$ cat src/rtl/core/fscw_pkg.sv
// Shared types, constants and helper functions of the FAT12 sector chain walker.
// Used by the front, queue, back part and top level; it depends on nothing.
package fscw_pkg;

    // Table store size and the widths derived from it.
    localparam int FAT_BYTES = 8192;
    localparam int FAT_AW = $clog2(FAT_BYTES);
    // Wide enough for a table index (3/2 of a 12-bit cluster, plus one) and for FAT_BYTES.
    localparam int IDX_W = 14;

    // Depth of the queue between front and back.
    localparam int QUEUE_DEPTH = 2;
    localparam int QPTR_W = $clog2(QUEUE_DEPTH);
    localparam int QCNT_W = $clog2(QUEUE_DEPTH + 1);

    // Cluster constants.
    localparam logic [11:0] ENTRY_MASK = 12'hFFF;
    localparam logic [11:0] END_MARK = 12'hFF8;
    localparam logic [11:0] FIRST_DATA_CLUSTER = 12'd2;

    // Largest cluster size that the walker honors.
    localparam logic [7:0] MAX_SPC = 8'd128;

    // Configuration register indexes.
    localparam logic [1:0] REG_SPC = 2'd0;
    localparam logic [1:0] REG_ROOT_LBA = 2'd1;
    localparam logic [1:0] REG_DATA_LBA = 2'd2;

    // Command codes of an input word.
    typedef enum logic [1:0] {
        CMD_LOAD      = 2'd0,
        CMD_OPEN_FILE = 2'd1,
        CMD_OPEN_ROOT = 2'd2,
        CMD_ADVANCE   = 2'd3
    } cmd_t;

    // One classified word as it sits in the queue.
    typedef struct packed {
        cmd_t        cmd;
        logic        load_ok;
        logic [12:0] fat_offset;
        logic [7:0]  fat_byte;
        logic [11:0] start_cluster;
    } item_t;

    // Volume geometry held by the configuration registers.
    typedef struct packed {
        logic [7:0]  spc;
        logic [31:0] root_base_lba;
        logic [31:0] data_start_lba;
    } cfg_t;

    // Queue fill status.
    typedef struct packed {
        logic full;
        logic empty;
    } q_stat_t;

    // Cluster size as used in the arithmetic: zero acts as one, large values clamp.
    function automatic logic [7:0] eff_spc(input logic [7:0] spc);
        logic [7:0] r;
        if (spc == 8'd0)
            r = 8'd1;
        else if (spc > MAX_SPC)
            r = MAX_SPC;
        else
            r = spc;
        return r;
    endfunction

    // Unpack a 12-bit table entry from its byte pair.
    function automatic logic [11:0] unpack_entry(input logic [15:0] pair, input logic odd);
        logic [11:0] r;
        if (odd)
            r = pair[15:4] & ENTRY_MASK;
        else
            r = pair[11:0] & ENTRY_MASK;
        return r;
    endfunction

endpackage

$ cat src/rtl/core/fscw_queue.sv
// Short queue of classified words between the front and the back part.
// Depends on fscw_pkg.
module fscw_queue (
    input  logic              clk,
    input  logic              rst_n,
    input  logic              push,
    input  fscw_pkg::item_t   push_item,
    input  logic              pop,
    output fscw_pkg::item_t   head,
    output fscw_pkg::q_stat_t stat
);

    fscw_pkg::item_t entry_reg [fscw_pkg::QUEUE_DEPTH];
    logic [fscw_pkg::QPTR_W-1:0] wr_ptr_reg, wr_ptr_next;
    logic [fscw_pkg::QPTR_W-1:0] rd_ptr_reg, rd_ptr_next;
    logic [fscw_pkg::QCNT_W-1:0] count_reg, count_next;

    // Pointer and count updates.
    always_comb
    begin
        wr_ptr_next = wr_ptr_reg;
        rd_ptr_next = rd_ptr_reg;
        count_next = count_reg;
        if (push)
        begin
            if (wr_ptr_reg == fscw_pkg::QPTR_W'(fscw_pkg::QUEUE_DEPTH - 1))
                wr_ptr_next = '0;
            else
                wr_ptr_next = wr_ptr_reg + 1'b1;
        end
        if (pop)
        begin
            if (rd_ptr_reg == fscw_pkg::QPTR_W'(fscw_pkg::QUEUE_DEPTH - 1))
                rd_ptr_next = '0;
            else
                rd_ptr_next = rd_ptr_reg + 1'b1;
        end
        if (push && !pop)
            count_next = count_reg + 1'b1;
        else if (pop && !push)
            count_next = count_reg - 1'b1;
    end

    always_ff @(posedge clk or negedge rst_n)
    begin
        if (!rst_n)
        begin
            wr_ptr_reg <= '0;
            rd_ptr_reg <= '0;
            count_reg <= '0;
        end
        else
        begin
            wr_ptr_reg <= wr_ptr_next;
            rd_ptr_reg <= rd_ptr_next;
            count_reg <= count_next;
        end
    end

    // Entry storage needs no reset.
    always_ff @(posedge clk)
    begin
        if (push)
            entry_reg[wr_ptr_reg] <= push_item;
    end

    assign head = entry_reg[rd_ptr_reg];
    assign stat.full = (count_reg == fscw_pkg::QCNT_W'(fscw_pkg::QUEUE_DEPTH));
    assign stat.empty = (count_reg == '0);

endmodule

$ cat config.mk
export PLATFORM = sky130hd
export DESIGN_NAME = fscw_queue
export DESIGN_NICKNAME = d
export VERILOG_FILES = /design/src/rtl/core/fscw_pkg.sv /design/src/rtl/core/fscw_queue.sv
export SDC_FILE = /design/constraint.sdc
export NUM_CORES = 1
export LEC_CHECK = 0
export BUFFER_PORTS_ARGS = -buffer_cell sky130_fd_sc_hd__buf_4
export CAP_MARGIN = 10
export CORE_MARGIN = 3
export CORE_UTILIZATION = 45
export DETAILED_ROUTE_END_ITERATION = 8
export HOLD_SLACK_MARGIN = 0.03
export PLACE_DENSITY = 0.81
export SETUP_SLACK_MARGIN = 0.4
export SYNTH_ARGS = -nofsm -noshare
export SYNTH_HDL_FRONTEND = slang
export SYNTH_SLANG_ARGS = --single-unit
$ cat constraint.sdc
create_clock -name clk -period 3.3 [get_ports clk]
set_clock_uncertainty 0.2 [all_clocks]
set_input_delay 0.165 -clock clk [delete_from_list [all_inputs] [get_ports clk]]
set_output_delay 0.165 -clock clk [all_outputs]
set_load 0.01 [all_outputs]
==> impl_metrics.py <==
metrics = {
    "place": {
        "port_buffers": 77,
        "place_congestion": 0.708,
        "dpl.cell_count": 277,
        "place_hpwl_um": 3120,
    },
    "grt": {
        "grt_max_degree": 37,
        "antenna_found_initial": 0,
        "met3_usage_pct": 3.23,
        "grt.total_usage_pct": 13.5,
        "grtUsageMet1_pct": 16.0,
        "grt_pass1_vias": 1521,
        "overflow": 0,
        "grt_pass1_wl_um": 7380,
        "busiest_layer": "met2",
        "grt_util_met2_pct": 22.4,
    },
    "synth": {
        "yosysSeqAreaShare_pct": 77.1,
        "ys.warnings.count": 0,
        "yosysUniqueCellTypes": 13,
        "postSynthAreaPerCell_um2": 22.9,
        "ys_ff_latch": 76,
        "synth.cell_area_um2": 2930,
        "postSynthCellCount": 128,
        "synth_nets": 169,
    },
    "clocking": {
        "clockRootBuffer": "clkbuf_8",
        "cts_sinks": 76,
        "clkTransAtPathRegs_ns": 0.07,
        "cts_tree": "yes",
        "cts_setup_buffers": 0,
        "clk_path_buf_depth": 2,
        "h-tree-depth": 3,
        "clock_latency_ns": 0.33,
        "cts_made_buffers": 9,
    },
    "sta": {
        "worst_pin_slew_ns": 1.03,
        "clock.fmax_mhz": 432,
        "tns_ns": 0,
        "rsz0062_at_grt": "no",
        "slew_violations": 0,
        "period_minus_slack_ns": 2.32,
        "fin_crit_sh_pct": 70.2,
        "max_slew_margin_pct": 31.2,
        "setup_violations": 0,
        "final-hold-violation-count": 0,
    },
    "finish": {
        "final_cell_mix": "78 x buf_4, 72 x edfxtp_1, 40 x dlygate4sd3_1",
        "drive_gt1_share_pct": 51.2,
        "final_cells": 333,
        "layout.cells.most_common": "buf_4",
        "n_antenna_cell": 0,
        "final_nets": 294,
        "largest_register_ff_count": 72,
        "areaGrowthSynthToFinish_pct": 41.2,
    },
    "setup_path": {
        "cp.arrival_ns": 1.95,
        "slowest_delay_ns": 0.70,
        "endpoint_kind": "output port",
        "slowest_stage": "dfrtp_2",
        "start_kind": "flip-flop",
        "cp_cell_sequence": "buf_4 -> mux2_4 -> buf_4",
        "path_max_fanout": 19,
        "path_class": "reg -> out",
        "critPathRequiredTime_ns": 2.93,
        "cp_common_cell": "buf_4",
    },
    "detailed_routing": {
        "routedWlPerCell_um": 14.6,
        "drt-total-wl_um": 4880,
        "dr.first_iter.drc_count": 94,
        "vias": 1512,
        "ant_nets": 0,
        "drc": 0,
        "firstDrtPassIters": 4,
        "viasPerCell": 4.54,
    },
    "power_and_ir_drop": {
        "swShare_pct": 27.5,
        "p_int_mw": 2.25,
        "seqPwrFrac_pct": 45.2,
        "power.density_nw_per_um2": 749,
        "ir_drop_uv": 384,
        "combPwrFrac_pct": 33.6,
        "p_switching_uw": 855,
        "p_clk_share_pct": 21.2,
        "leakage_nw": 1.67,
    },
    "flow_run": {
        "maxCapViolCount": 0,
    },
    "die": {
        "core_um2": 6130,
        "rows": 28,
        "die_h_um": 86.7,
        "die-area_um2": 7520,
        "start_util_pct": 47.9,
        "die_x_um": 86.7,
        "ios": 78,
    },
    "outcome": {
        "status": "finished, final reports clean",
    },
    "min_path": {
        "min_path_type": "reg -> reg",
    },
}
## cells by family after synthesis
group                      Yosys count  share of synthesized area, %
DFF                                 76                          77.1
muxes                               36                          17.5
xor gates and xnor gates             5                          1.49
buffers and inverters                5                          2.56
and+or+nand+nor                      5                         0.896
adders and majority gates            1                         0.426
## cell type report
type / instances / area (um^2)
sequential: 76 / 2260
fill: 407 / 1990
timing repair buffer: 118 / 986
multi-input combinational: 47 / 606
clock buffer: 9 / 124
tap: 75 / 93.8
clock inverter: 7 / 67.6
inverter: 1 / 3.75
## power by group through the flow
stage | clock, mW | combinational (mW) | sequential, mW
floorplan | 0 | 0.733 | 1.35
global placement | 0 | 1.01 | 1.42
detailed placement | 0 | 1.02 | 1.43
CTS | 0.672 | 1.06 | 1.41
global route | 0.713 | 1.11 | 1.43
finish | 0.659 | 1.04 | 1.40
## synthesized netlist by cell type (all sizes together)
| library cell | count | area [um^2] |
|---|---|---|
| buf | 4 | 71.3 |
| nor2b | 2 | 12.5 |
| xor2 | 4 | 35.0 |
| inv | 1 | 3.75 |
| dfrtp | 4 | 100 |
| nor2 | 2 | 7.51 |
| mux2 | 36 | 514 |
| and2 | 1 | 6.26 |
| ha | 1 | 12.5 |
| xnor2 | 1 | 8.76 |
| edfxtp | 72 | 2160 |
## critical path: cells and delay by family (launching register included)
kind	cells	cell delay, ns
mux	1	0.35
flops	1	0.70
buf+inv	2	0.58
## path summary, 6_finish.rpt
check,start,to,slack (ns),cells past startpoint
worst min-delay path,count_reg[1],count_reg[1],0.32,1
max in group asynchronous,rst_n,rd_ptr_reg,2.18,3
worst max register to register,wr_ptr_reg,entry_reg[0][23],1.45,1
worst max-delay path,rd_ptr_reg,head[5],0.98,3
worst min register to register,count_reg[1],count_reg[1],0.32,1
min in group asynchronous,rst_n,count_reg[1],0.52,3
## metrics by stage
step | hold slack, ns | util (%) | instance area [um^2] | setup WS, ns | power [mW]
finish | 0.324 | 67.6 | 4140 | 0.984 | 3.10
global route | 0.348 | 67.6 | 4140 | 0.873 | 3.25
CTS | 0.308 | 67.6 | 4140 | 0.914 | 3.14
detailed placement | -0.234 | 57.9 | 3550 | 1.29 | 2.44
global placement | -0.236 | 57.9 | 3550 | 1.30 | 2.42
floorplan | -0.331 | - | 2930 | 0.649 | 2.09
## repair_timing
action / 4_1_cts / 5_1_grt
hold buffers: 40 / 0
endpoints found under the hold margin: 79 / 0
resized for setup: 0 / 0
endpoints found under the setup margin: 0 / 0
## per-layer routing
layer | share of wire, % | wire length (um)
met5 | 0 | 0
met4 | 2.1 | 104
met3 | 5.1 | 251
met2 | 53 | 2560
met1 | 40 | 1960
Power figures use the tool's default switching activity.
